--- src/sv/dct2d_pkg.sv ---
// ----------------------------------------------------------------------------
// dct2d_pkg - shared types, constants and functions of the 2-D DCT block
// Holds the cosine table, the rounding and saturation helpers, the sequencer
// state type and the control bundle of the serial multiply-accumulate unit.
// ----------------------------------------------------------------------------
package dct2d_pkg;

  localparam int BLOCK_SIZE     = 8;
  localparam int COEF_FRAC_BITS = 14;
  localparam int NN             = BLOCK_SIZE * BLOCK_SIZE;
  localparam int IDX_W          = 3;
  localparam int ADDR_W         = 6;
  localparam int IN_W           = 12;
  localparam int PART_W         = 24;
  localparam int OUT_W          = 16;
  localparam int COEF_W         = 15;
  localparam int ACC_W          = 42;
  localparam int PART_FRAC      = 8;
  localparam int SH1            = COEF_FRAC_BITS - PART_FRAC;
  localparam int SH2            = COEF_FRAC_BITS + PART_FRAC;
  localparam int DATA_BITS      = PART_W;
  localparam int CNT_W          = 5;

  localparam logic signed [ACC_W-1:0] HALF1    = ACC_W'(1) <<< (SH1 - 1);
  localparam logic signed [ACC_W-1:0] HALF2    = ACC_W'(1) <<< (SH2 - 1);
  localparam logic signed [ACC_W-1:0] PART_MAX = (ACC_W'(1) <<< (PART_W - 1)) - ACC_W'(1);
  localparam logic signed [ACC_W-1:0] PART_MIN = -(ACC_W'(1) <<< (PART_W - 1));
  localparam logic signed [ACC_W-1:0] OUT_MAX  = (ACC_W'(1) <<< (OUT_W - 1)) - ACC_W'(1);
  localparam logic signed [ACC_W-1:0] OUT_MIN  = -(ACC_W'(1) <<< (OUT_W - 1));

  typedef enum logic [2:0] {
    ST_LOAD,
    ST_READ,
    ST_START,
    ST_WAIT,
    ST_FIN
  } seq_state_t;

  typedef struct packed {
    logic start;
    logic clr;
  } mac_ctl_t;

  // Orthonormal DCT-II entry C(row, col) in Q1.14; fold the phase into [0, N].
  function automatic logic signed [COEF_W-1:0] coef_lookup(logic [IDX_W-1:0] row,
                                                           logic [IDX_W-1:0] col);
    logic [6:0]        prod;
    logic [3:0]        m;
    logic              neg;
    logic [COEF_W-1:0] mag;
    prod = {4'b0, row} * {3'b0, col, 1'b1};
    neg  = prod[4];
    m    = prod[3:0];
    if (m > 4'd8) begin
      m   = 4'(5'd16 - {1'b0, m});
      neg = ~neg;
    end
    case (m)
      4'd0:    mag = COEF_W'(8192);
      4'd1:    mag = COEF_W'(8035);
      4'd2:    mag = COEF_W'(7568);
      4'd3:    mag = COEF_W'(6811);
      4'd4:    mag = COEF_W'(5793);
      4'd5:    mag = COEF_W'(4551);
      4'd6:    mag = COEF_W'(3135);
      4'd7:    mag = COEF_W'(1598);
      default: mag = '0;
    endcase
    if (row == '0) begin
      mag = COEF_W'(5793);
      neg = 1'b0;
    end
    return neg ? -$signed(mag) : $signed(mag);
  endfunction

  // Round to nearest, ties away from zero, down to 8 fraction bits; saturate.
  function automatic logic signed [PART_W-1:0] round_part(logic signed [ACC_W-1:0] a);
    logic signed [ACC_W-1:0] r;
    r = (a + HALF1 - $signed({{(ACC_W-1){1'b0}}, a[ACC_W-1]})) >>> SH1;
    if (r > PART_MAX)      r = PART_MAX;
    else if (r < PART_MIN) r = PART_MIN;
    return r[PART_W-1:0];
  endfunction

  // Round to an integer, ties away from zero; saturate to the output width.
  function automatic logic signed [OUT_W-1:0] round_out(logic signed [ACC_W-1:0] a);
    logic signed [ACC_W-1:0] r;
    r = (a + HALF2 - $signed({{(ACC_W-1){1'b0}}, a[ACC_W-1]})) >>> SH2;
    if (r > OUT_MAX)      r = OUT_MAX;
    else if (r < OUT_MIN) r = OUT_MIN;
    return r[OUT_W-1:0];
  endfunction

endpackage

--- src/sv/dct2d_mac.sv ---
// ----------------------------------------------------------------------------
// dct2d_mac - bit-serial multiply-accumulate
// Takes the data operand one bit per cycle, LSB first, and adds the shifted
// coefficient into a wide accumulator; the sign bit subtracts.
// ----------------------------------------------------------------------------
module dct2d_mac import dct2d_pkg::*; (
  input  logic                     clk,
  input  logic                     rst_n,
  input  mac_ctl_t                 ctl,
  input  logic signed [PART_W-1:0] data,
  input  logic signed [COEF_W-1:0] coef,
  output logic                     busy,
  output logic signed [ACC_W-1:0]  acc
);

  logic                    busy_r, busy_nxt;
  logic [CNT_W-1:0]        cnt_r, cnt_nxt;
  logic [PART_W-1:0]       d_r, d_nxt;
  logic signed [ACC_W-1:0] pp_r, pp_nxt;
  logic signed [ACC_W-1:0] acc_r, acc_nxt;

  always_ff @(posedge clk) begin
    if (!rst_n) begin
      busy_r <= 1'b0;
    end else begin
      busy_r <= busy_nxt;
    end
    cnt_r <= cnt_nxt;
    d_r   <= d_nxt;
    pp_r  <= pp_nxt;
    acc_r <= acc_nxt;
  end

  always_comb begin
    busy_nxt = busy_r;
    cnt_nxt  = cnt_r;
    d_nxt    = d_r;
    pp_nxt   = pp_r;
    acc_nxt  = acc_r;
    if (ctl.start) begin
      busy_nxt = 1'b1;
      cnt_nxt  = '0;
      d_nxt    = data;
      pp_nxt   = {{(ACC_W-COEF_W){coef[COEF_W-1]}}, coef};
      if (ctl.clr) acc_nxt = '0;
    end else if (busy_r) begin
      if (d_r[0]) begin
        acc_nxt = (cnt_r == CNT_W'(DATA_BITS - 1)) ? acc_r - pp_r : acc_r + pp_r;
      end
      pp_nxt  = pp_r <<< 1;
      d_nxt   = d_r >> 1;
      cnt_nxt = cnt_r + CNT_W'(1);
      if (cnt_r == CNT_W'(DATA_BITS - 1)) busy_nxt = 1'b0;
    end
  end

  assign busy = busy_r;
  assign acc  = acc_r;

endmodule

--- src/sv/dct_2d_block_transform.sv ---
// ----------------------------------------------------------------------------
// dct_2d_block_transform - 8x8 orthonormal 2-D DCT-II / inverse DCT
// Row-column transform built on one bit-serial multiply-accumulate unit.
// ----------------------------------------------------------------------------
// Usage:
//   Input channel (in_valid/in_ready/in_value): one 12-bit signed element per
//   beat, row-major; 64 beats make one block. in_ready is high while loading.
//   Config channel (cfg_valid/cfg_ready/cfg_direction): always ready; writes
//   the direction (0 forward, 1 inverse). Direction is sampled when the last
//   element of a block is accepted.
//   Output channel (out_valid/out_ready/out_result/out_last_of_block): 64
//   beats per block, row-major, 16-bit saturated; last beat is marked.
//   Sequence: each dot-product term passes through ST_READ (memory read),
//   ST_START, the bit-serial MAC run over the 24-bit operand and the MAC
//   dropping busy in ST_WAIT; each of the 128 dot products (two passes of
//   64) has 8 terms plus an ST_FIN step. The serial MAC dominates the block
//   time. A new block is loaded only after the last result of the previous
//   one has been handed to the output register.
//   Reset: control state clears, direction returns to forward, loading
//   restarts at element 0. Memories hold no reset value.
//   Stall: a pending result sits in the output register; the sequencer holds
//   in its finish step until the register is free, so nothing is dropped.
// ----------------------------------------------------------------------------
module dct_2d_block_transform import dct2d_pkg::*; (
  input  logic                    clk,
  input  logic                    rst_n,
  input  logic                    in_valid,
  output logic                    in_ready,
  input  logic signed [IN_W-1:0]  in_value,
  output logic                    out_valid,
  input  logic                    out_ready,
  output logic signed [OUT_W-1:0] out_result,
  output logic                    out_last_of_block,
  input  logic                    cfg_valid,
  output logic                    cfg_ready,
  input  logic                    cfg_direction
);

  // Sample and partial-product stores
  logic signed [IN_W-1:0]   in_mem   [NN];
  logic signed [PART_W-1:0] part_mem [NN];
  logic signed [IN_W-1:0]   in_q_r;
  logic signed [PART_W-1:0] part_q_r;

  seq_state_t         state_r, state_nxt;
  logic [ADDR_W-1:0]  load_cnt_r, load_cnt_nxt;
  logic [ADDR_W-1:0]  o_r, o_nxt;          // current output element (row, col)
  logic [IDX_W-1:0]   t_r, t_nxt;          // term index of the dot product
  logic               stage_r, stage_nxt;  // 0 first pass, 1 second pass
  logic               dir_r, blk_dir_r, blk_dir_nxt;
  logic               out_valid_r, out_valid_nxt;
  logic signed [OUT_W-1:0] out_result_r, out_result_nxt;
  logic               out_last_r, out_last_nxt;

  logic [ADDR_W-1:0]       rd_addr;
  logic [IDX_W-1:0]        first_idx, c_row, c_col;
  logic signed [COEF_W-1:0] coef;
  logic signed [PART_W-1:0] mac_data;
  mac_ctl_t                mac_ctl;
  logic                    mac_busy;
  logic signed [ACC_W-1:0] mac_acc;
  logic                    in_acc, part_wr;

  assign in_acc    = in_valid && in_ready;
  assign cfg_ready = 1'b1;

  // Stage one reads column k of X; stage two reads row i of P.
  assign rd_addr   = stage_r ? {o_r[ADDR_W-1:IDX_W], t_r} : {t_r, o_r[IDX_W-1:0]};
  // Stage one uses C(i,t), stage two C(k,t); inverse transposes both.
  assign first_idx = stage_r ? o_r[IDX_W-1:0] : o_r[ADDR_W-1:IDX_W];
  assign c_row     = blk_dir_r ? t_r : first_idx;
  assign c_col     = blk_dir_r ? first_idx : t_r;
  assign coef      = coef_lookup(c_row, c_col);
  assign mac_data  = stage_r ? part_q_r : {{(PART_W-IN_W){in_q_r[IN_W-1]}}, in_q_r};

  dct2d_mac u_mac (
    .clk   (clk),
    .rst_n (rst_n),
    .ctl   (mac_ctl),
    .data  (mac_data),
    .coef  (coef),
    .busy  (mac_busy),
    .acc   (mac_acc)
  );

  // Memories: one write port each, registered read at the shared address
  always_ff @(posedge clk) begin
    if (in_acc) in_mem[load_cnt_r] <= in_value;
    if (part_wr) part_mem[o_r] <= round_part(mac_acc);
    in_q_r   <= in_mem[rd_addr];
    part_q_r <= part_mem[rd_addr];
  end

  always_ff @(posedge clk) begin
    if (!rst_n) begin
      state_r     <= ST_LOAD;
      load_cnt_r  <= '0;
      o_r         <= '0;
      t_r         <= '0;
      stage_r     <= 1'b0;
      dir_r       <= 1'b0;
      out_valid_r <= 1'b0;
    end else begin
      state_r     <= state_nxt;
      load_cnt_r  <= load_cnt_nxt;
      o_r         <= o_nxt;
      t_r         <= t_nxt;
      stage_r     <= stage_nxt;
      out_valid_r <= out_valid_nxt;
      if (cfg_valid) dir_r <= cfg_direction;
    end
    blk_dir_r    <= blk_dir_nxt;
    out_result_r <= out_result_nxt;
    out_last_r   <= out_last_nxt;
  end

  always_comb begin
    state_nxt      = state_r;
    load_cnt_nxt   = load_cnt_r;
    o_nxt          = o_r;
    t_nxt          = t_r;
    stage_nxt      = stage_r;
    blk_dir_nxt    = blk_dir_r;
    out_result_nxt = out_result_r;
    out_last_nxt   = out_last_r;
    out_valid_nxt  = out_valid_r && !out_ready;
    in_ready       = 1'b0;
    part_wr        = 1'b0;
    mac_ctl.start  = 1'b0;
    mac_ctl.clr    = (t_r == '0);
    unique case (state_r)
      ST_LOAD: begin
        in_ready = 1'b1;
        if (in_valid) begin
          load_cnt_nxt = load_cnt_r + ADDR_W'(1);
          if (load_cnt_r == ADDR_W'(NN - 1)) begin
            // block complete: latch direction and start the first pass
            blk_dir_nxt = dir_r;
            stage_nxt   = 1'b0;
            o_nxt       = '0;
            t_nxt       = '0;
            state_nxt   = ST_READ;
          end
        end
      end
      ST_READ: begin
        state_nxt = ST_START;
      end
      ST_START: begin
        mac_ctl.start = 1'b1;
        state_nxt     = ST_WAIT;
      end
      ST_WAIT: begin
        if (!mac_busy) begin
          if (t_r == IDX_W'(BLOCK_SIZE - 1)) begin
            state_nxt = ST_FIN;
          end else begin
            t_nxt     = t_r + IDX_W'(1);
            state_nxt = ST_READ;
          end
        end
      end
      ST_FIN: begin
        if (!stage_r) begin
          part_wr   = 1'b1;
          t_nxt     = '0;
          state_nxt = ST_READ;
          if (o_r == ADDR_W'(NN - 1)) begin
            stage_nxt = 1'b1;
            o_nxt     = '0;
          end else begin
            o_nxt = o_r + ADDR_W'(1);
          end
        end else if (!out_valid_r || out_ready) begin
          // output register free: hand over one result beat
          out_valid_nxt  = 1'b1;
          out_result_nxt = round_out(mac_acc);
          out_last_nxt   = (o_r == ADDR_W'(NN - 1));
          t_nxt          = '0;
          if (o_r == ADDR_W'(NN - 1)) begin
            o_nxt     = '0;
            state_nxt = ST_LOAD;
          end else begin
            o_nxt     = o_r + ADDR_W'(1);
            state_nxt = ST_READ;
          end
        end
      end
      default: state_nxt = ST_LOAD;
    endcase
  end

  assign out_valid         = out_valid_r;
  assign out_result        = out_result_r;
  assign out_last_of_block = out_last_r;

endmodule
--- config.mk ---
export PLATFORM = sky130hd
export DESIGN_NAME = dct_2d_block_transform
export DESIGN_NICKNAME = d
export VERILOG_FILES = /design/src/sv/dct2d_pkg.sv /design/src/sv/dct2d_mac.sv /design/src/sv/dct_2d_block_transform.sv
export SDC_FILE = /design/constraint.sdc
export NUM_CORES = 2
export LEC_CHECK = 0
export CORE_MARGIN = 3
export CORE_UTILIZATION = 48
export CTS_BUF_LIST = sky130_fd_sc_hd__clkbuf_2
export DETAILED_ROUTE_END_ITERATION = 10
export DONT_BUFFER_PORTS = 1
export GPL_TIMING_DRIVEN = 0
export HOLD_SLACK_MARGIN = 0.1
export PLACE_DENSITY = 0.62
export SETUP_SLACK_MARGIN = 0.3
export SYNTH_ARGS = -nofsm -noshare
export SYNTH_HDL_FRONTEND = slang
export SYNTH_SLANG_ARGS = --single-unit
--- constraint.sdc ---
create_clock -name clk -period 6.8 [get_ports clk]
set_input_delay 0.68 -clock clk [delete_from_list [all_inputs] [get_ports clk]]
set_output_delay 0.68 -clock clk [all_outputs]
set_load 0.01 [all_outputs]
* Word level (Yosys, flattened, before mapping)
Memories as Yosys holds them, arrays and structs flattened. A register that Yosys moved wholly into a read port is not among the register bits. Index checks and enable logic that the tools add are counted.
Operators by class: add/sub/neg operators 12, multiply operators 1, $lt $le $gt $ge 5, equal/unequal tests 14, mux-type cells 64, bitwise logic cells 1, reduce and logical (&&, ||, !) cells 20
Operators with widths (count):
- two-way mux 42 bit | 7
- two-way mux 24 bit | 6
- subtractor 42 x 2 -> 42 bit | 2
- two-way mux 15 bit | 3
- two-way mux 3 bit | 15
- adder 42 x 23 -> 42 bit (second input constant) | 1
- adder 42 bit | 1
- adder 42 x 7 -> 42 bit (second input constant) | 1
- subtractor 42 bit | 1
- greater-than comparator 36 x 24 -> 1 bit (second input constant) | 1
- less-than comparator 36 x 24 -> 1 bit (second input constant) | 1
- two-way mux 6 bit | 6
- two-way mux 1 bit | 21
- greater-than comparator 20 x 16 -> 1 bit (second input constant) | 1
- less-than comparator 20 x 16 -> 1 bit (second input constant) | 1
- two-way mux 16 bit | 1
- negator 15 bit | 1
- one-hot mux 3 bit (5 select lines) | 1
- adder 6 x 1 -> 6 bit (second input constant) | 2
- equality test 6 bit (second input constant) | 2
- one-hot mux 6 bit (2 select lines) | 1
- AND reduction 3 bit | 4
- inequality test 2 bit (second input constant) | 5
- logical NOT 3 bit | 3
- other kinds (22) | 29
Storage, ports and cells: flip-flop bits (word level) 153, bits in writable memories 2304, memory bits (read-only) 112, bits of input ports 18, output and inout port bits 20, word-level logic and storage cells 135, memories kept 3
Memory list:
- part_mem | depth 64, width 24, read ports 1, clocked after memory_dff 1, wr ports 1, RTL line dct_2d_block_transform.sv:41 | logic signed [PART_W-1:0] part_mem [NN];
- in_mem | depth 64, width 12, read ports 1, clocked after memory_dff 1, wr ports 1, RTL line dct_2d_block_transform.sv:40 | logic signed [IN_W-1:0] in_mem [NN];
- (name not given) | depth 8, width 14, read ports 1, clocked after memory_dff 0, wr ports 0, RTL line dct2d_pkg.sv:58 | case (m)

* Logic depth before layout (Yosys ltp)
An unclocked memory read counts as a cell.
depth after elaboration 11, depth in mapped cells 23, gate-level depth less buffers 23

* Modules after synthesis
From an unflattened synthesis, not the netlist that was laid out.
Second synthesis, totals: cells, all modules 5875, area, all modules 103720.7 um^2
Modules (own cells, without submodules):
- dct_2d_block_transform | times used 1, cells each 5106, area each 96034.6 um^2, sequential area each 70868.0 um^2
- dct2d_mac | times used 1, cells each 769, area each 7686.1 um^2, sequential area each 3363.2 um^2

* Worst setup path after synthesis
Ideal clock, no wire load.
path kind register -> register, start point register u_mac.acc_r[2], in the netlist u_mac.acc[2], end point memory part_mem[0][13] (data pin), library setup time 0.719 ns, data arrival time 5.598 ns, data required time 6.081 ns, slack 0.483 ns, stages on the path, launching flop included 13, path buffers 0, period minus slack after synthesis 6.317 ns, path through edfxtp_1 -> ha_1 -> a21o_1 -> a221oi_2 -> nand3_2 -> a221oi_4 -> o2111ai_1 -> a31o_2 -> a21oi_1 -> xor2_1 -> nor3_1 -> a41oi_2 -> o31ai_1
Between the ends: longest elaborated chain between the ends 6, elaborated cells between the ends (all ways) 7, classes of those cells add/sub (2); order compare (2); mux (3)
RTL lines:
- start, declared | RTL line dct2d_mac.sv:20 | logic signed [ACC_W-1:0] acc_r, acc_nxt;
- start signal, assigned | RTL line dct2d_mac.sv:31 | acc_r <= acc_nxt;
- adder 42 x 7 -> 42 bit (*) | RTL line dct2d_pkg.sv:79 | r = (a + HALF1 - $signed({{(ACC_W-1){1'b0}}, a[ACC_W-1]})) >>> SH1;
- subtractor 42 x 2 -> 42 bit (*) | RTL line dct2d_pkg.sv:79
- less-than comparator 36 x 24 -> 1 bit | RTL line dct2d_pkg.sv:81 | else if (r < PART_MIN) r = PART_MIN;
- two-way mux 24 bit | RTL line dct2d_pkg.sv:81
- two-way mux 24 bit (*) | RTL line dct2d_pkg.sv:80 | if (r > PART_MAX) r = PART_MAX;
- two-way mux 24 bit (*) | RTL line dct_2d_block_transform.sv:89 | if (part_wr) part_mem[o_r] <= round_part(mac_acc);
- end, declared | RTL line dct_2d_block_transform.sv:41
Mark *: on every way between the ends. The rest lies on a longest branch, timed or not. The select of a mux whose other input is x is not followed.

* Worst setup path in the final report
start point register stage_r, end point register part_q_r[20], read port of part_mem
Between the ends: longest elaborated chain between the ends 1
RTL lines:
- start, declared | RTL line dct_2d_block_transform.sv:49 | logic stage_r, stage_nxt;
- start signal, assigned | RTL line dct_2d_block_transform.sv:108 | stage_r <= stage_nxt;
- two-way mux 6 bit | RTL line dct_2d_block_transform.sv:68 | assign rd_addr = stage_r ? {o_r[ADDR_W-1:IDX_W], t_r} : {t_r, o_r[IDX_W-1:0]};
- end, declared | RTL line dct_2d_block_transform.sv:43 | logic signed [PART_W-1:0] part_q_r;
No other way between the ends. A chain may end at the register's enable or synchronous reset.

==> results.sh <==
export IMPL_status="finished, violations left"
export IMPL_violations="capacitance limit, slew limit"
export IMPL_grt_max_degree=65
export IMPL_path_buf_inv=4
export IMPL_portBuffers=0
export IMPL_dp_hpwl_mm=199.1
export IMPL_avgSynthCellArea_um2=17.43
export IMPL_fin_crit_sh=0.9265
export IMPL_worst_pin_slew_ns=1.602
export IMPL_fmax_mhz=158.7
export IMPL_io_pins=38
export IMPL_setup_viol=0
export IMPL_routed_wl_mm=300.3
export IMPL_cts_made_buffers=638
export IMPL_ys_seq_area_frac=0.7237
export IMPL_ys_flop_type="edfxtp_1"
export IMPL_hold_violations=0
export IMPL_multiInputGateArea_um2=27490
export IMPL_cts_max_level=6
export IMPL_yosysMostFrequentCell="edfxtp_1"
export IMPL_instances_no_fill=9962
export IMPL_synthArstFlopShare=0
export IMPL_clk_latency_ns=1.92
export IMPL_yosysWarnings=0
export IMPL_dr_pass1_iters=6
export IMPL_die_x_um=468.3
export IMPL_skew_ns=0.2256
export IMPL_fin_area_um2=115600
export IMPL_netlist_top_cells_count="edfxtp_1, nand2_1, mux4_2"
export IMPL_power_switching_mw=10.26
export IMPL_cp_start_kind="register"
export IMPL_critPathMostFrequentCell="clkbuf_1"
export IMPL_dp_cells=8811
export IMPL_drive_gt1_frac=0.2648
export IMPL_grt_pass1_wl_mm=424.6
export IMPL_syn_to_final_growth_pct=12.72
export IMPL_placed_cell_area_um2=109000
export IMPL_clkPwrFrac=0.286
export IMPL_hold_path_class="register to register"
export IMPL_syn_area_um2=102600
export IMPL_antenna_found_initial=11
export IMPL_p_int_mw=24.67
export IMPL_ys_seq_elements=2493
export IMPL_nNetsFinal=6816
export IMPL_max_cap_violations=3
export IMPL_power_leakage_nw=39.57
export IMPL_fp_dieH_um=468.3
export IMPL_ant_nets=0
export IMPL_cp_required_ns=8.44
export IMPL_grt_overflow=0
export IMPL_p_total_mw=34.92
export IMPL_core_area_um2=212300
export IMPL_max_stage_delay_ns=1.12
export IMPL_clk_path_buf_depth=4
export IMPL_drtIter0Drc=7138
export IMPL_regArea_um2=74230
export IMPL_drc_errors=0
export IMPL_viasPerCell=6.082
export IMPL_synth_edf_count=2430
export IMPL_switching_share=0.2937
export IMPL_seqPwrFrac=0.548
export IMPL_cpLargestDelayFamily="buffers and inverters"
export IMPL_place_congestion=0.9225
export IMPL_cts_root_buffer="clkbuf_2"
export IMPL_post_drt_wl_per_cell_um=30.14
export IMPL_finalCriticalPeriod_ns=6.300
export IMPL_cp_cell_sequence="buf_2 > mux2i_1 > clkbuf_1 > clkbuf_1 > clkbuf_1 > mux4_2 > nand2_1 > nand3_1 > a311oi_1 > a21oi_1"
export IMPL_critical_path_class="register to register"
export IMPL_synth_top_area_frac=0.7114
export IMPL_synth_area_top_cells="edfxtp_1, mux4_2, nand2_1"
export IMPL_cellPowerDensity_nw_per_um2=302.1
export IMPL_clk_pin_slew_ns=0.10
export IMPL_dieArea_um2=219300
export IMPL_cpMaxStageDelayCell="mux2i_1"
export IMPL_yosysTopAreaCell="edfxtp_1"
export IMPL_cp_end_kind="register"
export IMPL_vdd_ir_drop_max_v=0.0002897
export IMPL_synth_cell_types=85
export IMPL_p_comb_frac=0.166
export IMPL_crit_arrival_ns=7.94
export IMPL_cts_tree="done"
export IMPL_initial_core_util=0.4832
export IMPL_grt_pass1_vias=60198
export IMPL_grt_usage=0.2734
export IMPL_drv_slew=19
export IMPL_n_fill_cell=17144
export IMPL_slew_headroom=-0.06788
export IMPL_synth_fp_nets=6005
export IMPL_critPathMaxFanout=10
export IMPL_syn_inst=5884
export IMPL_row_count=169
export IMPL_vias=60584
export IMPL_rsz0062_at_grt="yes"
export IMPL_clock_sinks=2493
## final timing paths
kind	startpoint	end	slack, ns	depth (start not counted)
max	stage_r	part_q_r[20]	0.50	10
min	part_q_r[23]	u_mac.d_r[23]	0.47	2
max reg2reg	stage_r	part_q_r[20]	0.50	10
min reg2reg	part_q_r[23]	u_mac.d_r[23]	0.47	2
## registers in the layout (all words and copies together), names as in the netlist, 12 cells and up
register    flops
u_mac.acc      42
part_q_r       24
u_mac.d_r      24
u_mac.pp_r     42
in_q_r         12
part_mem     1536
out_result     16
in_mem        768
## cells by family (layout without fill, tap and decap cells)
kind of cell / Yosys count / after routing / share of synthesized area
xor gates and xnor gates: 152 / 152 / 0.01298
other: 1 / 15 / 0.00003656
and+or+nand+nor: 1471 / 1471 / 0.06209
DFF: 2493 / 2493 / 0.7237
muxes: 608 / 608 / 0.1297
buffers and inverters: 416 / 1659 / 0.01621
AOI/OAI and AO/OA: 640 / 640 / 0.04250
adders and majority gates: 103 / 103 / 0.01286
## per-layer routing
metal	global-route usage	share of wire
met5	0	0.000090
met4	0.1178	0.043
met3	0.07223	0.10
met2	0.4227	0.47
met1	0.3686	0.39
## area by class of cell
| cell class | instances | share of cell area |
|---|---|---|
| diodes | 14 | 0.0003030 |
| plain buffers | 334 | 0.01181 |
| clock buffers | 935 | 0.04047 |
| clock inverters | 137 | 0.006655 |
| inverters | 82 | 0.002662 |
| multi-input cells | 2975 | 0.2378 |
| flip-flops and latches | 2493 | 0.6420 |
| well taps | 2821 | 0.03053 |
| repair buffers | 171 | 0.02778 |
## per-stage QoR
| step | hold slack [ns] | setup WS (ns) | util | setup TNS, ns |
|---|---|---|---|---|
| global placement | 0.5070 | -5.420 | 0.4998 | -3176.79 |
| CTS | 0.2591 | 0.3033 | 0.5443 | 0 |
| detailed placement | 0.5113 | 0.1350 | 0.5136 | 0 |
| global route | 0.3686 | 0.2957 | 0.5445 | 0 |
| finish | 0.4669 | 0.4997 | 0.5446 | 0 |
| floorplan | 0.4076 | 0.4827 | - | 0 |
## worst reg2reg max path: stages, from the launching register on
cell and delay [ns]:
dfxtp_1 0.38, buf_2 0.25, mux2i_1 1.12, clkbuf_1 0.86, clkbuf_1 0.85, clkbuf_1 0.89, mux4_2 0.42, nand2_1 0.09
nand3_1 0.16, a311oi_1 0.96, a21oi_1 0.12
## power by group through the flow
stage	sequential (mW)	combinational, mW	clock [mW]
after floorplan	19.7	2.46	0
after global placement	20.1	4.23	0
after detailed placement	19.5	5.61	0
after CTS	19.2	5.77	10.2
after global routing	19.2	6.15	11.0
final	19.2	5.79	9.98
## repair_timing
| item | CTS | global route |
|---|---|---|
| hold buffers | 65 | 0 |
| setup endpoints to repair | 21 | 29 |
| resized for setup | 2 | 9 |
| setup buffers | 0 | 0 |
| endpoints found under the hold margin | 1103 | 0 |
## placed cells by master (no fill, tap or decap), types with 22 or more instances in the layout
master / n
buf_16: 39
o21ai_0: 94
nor3_1: 33
buf_12: 79
o21ai_4: 23
clkbuf_1: 211
mux2i_1: 23
dlygate4sd3_1: 41
a31oi_1: 57
xor2_1: 74
edfxtp_1: 2430
nand4_1: 22
nand2_1: 775
nor2_4: 64
clkinv_1: 106
a21o_1: 67
inv_1: 80
a311oi_1: 111
dfxtp_1: 63
xnor2_1: 77
nor2_1: 213
clkbuf_2: 942
mux4_2: 576
buf_1: 52
and3_1: 86
a21oi_1: 156
ha_1: 99
buf_2: 59
nand3_1: 176
Note: power is estimated with default switching activity, not from simulation.
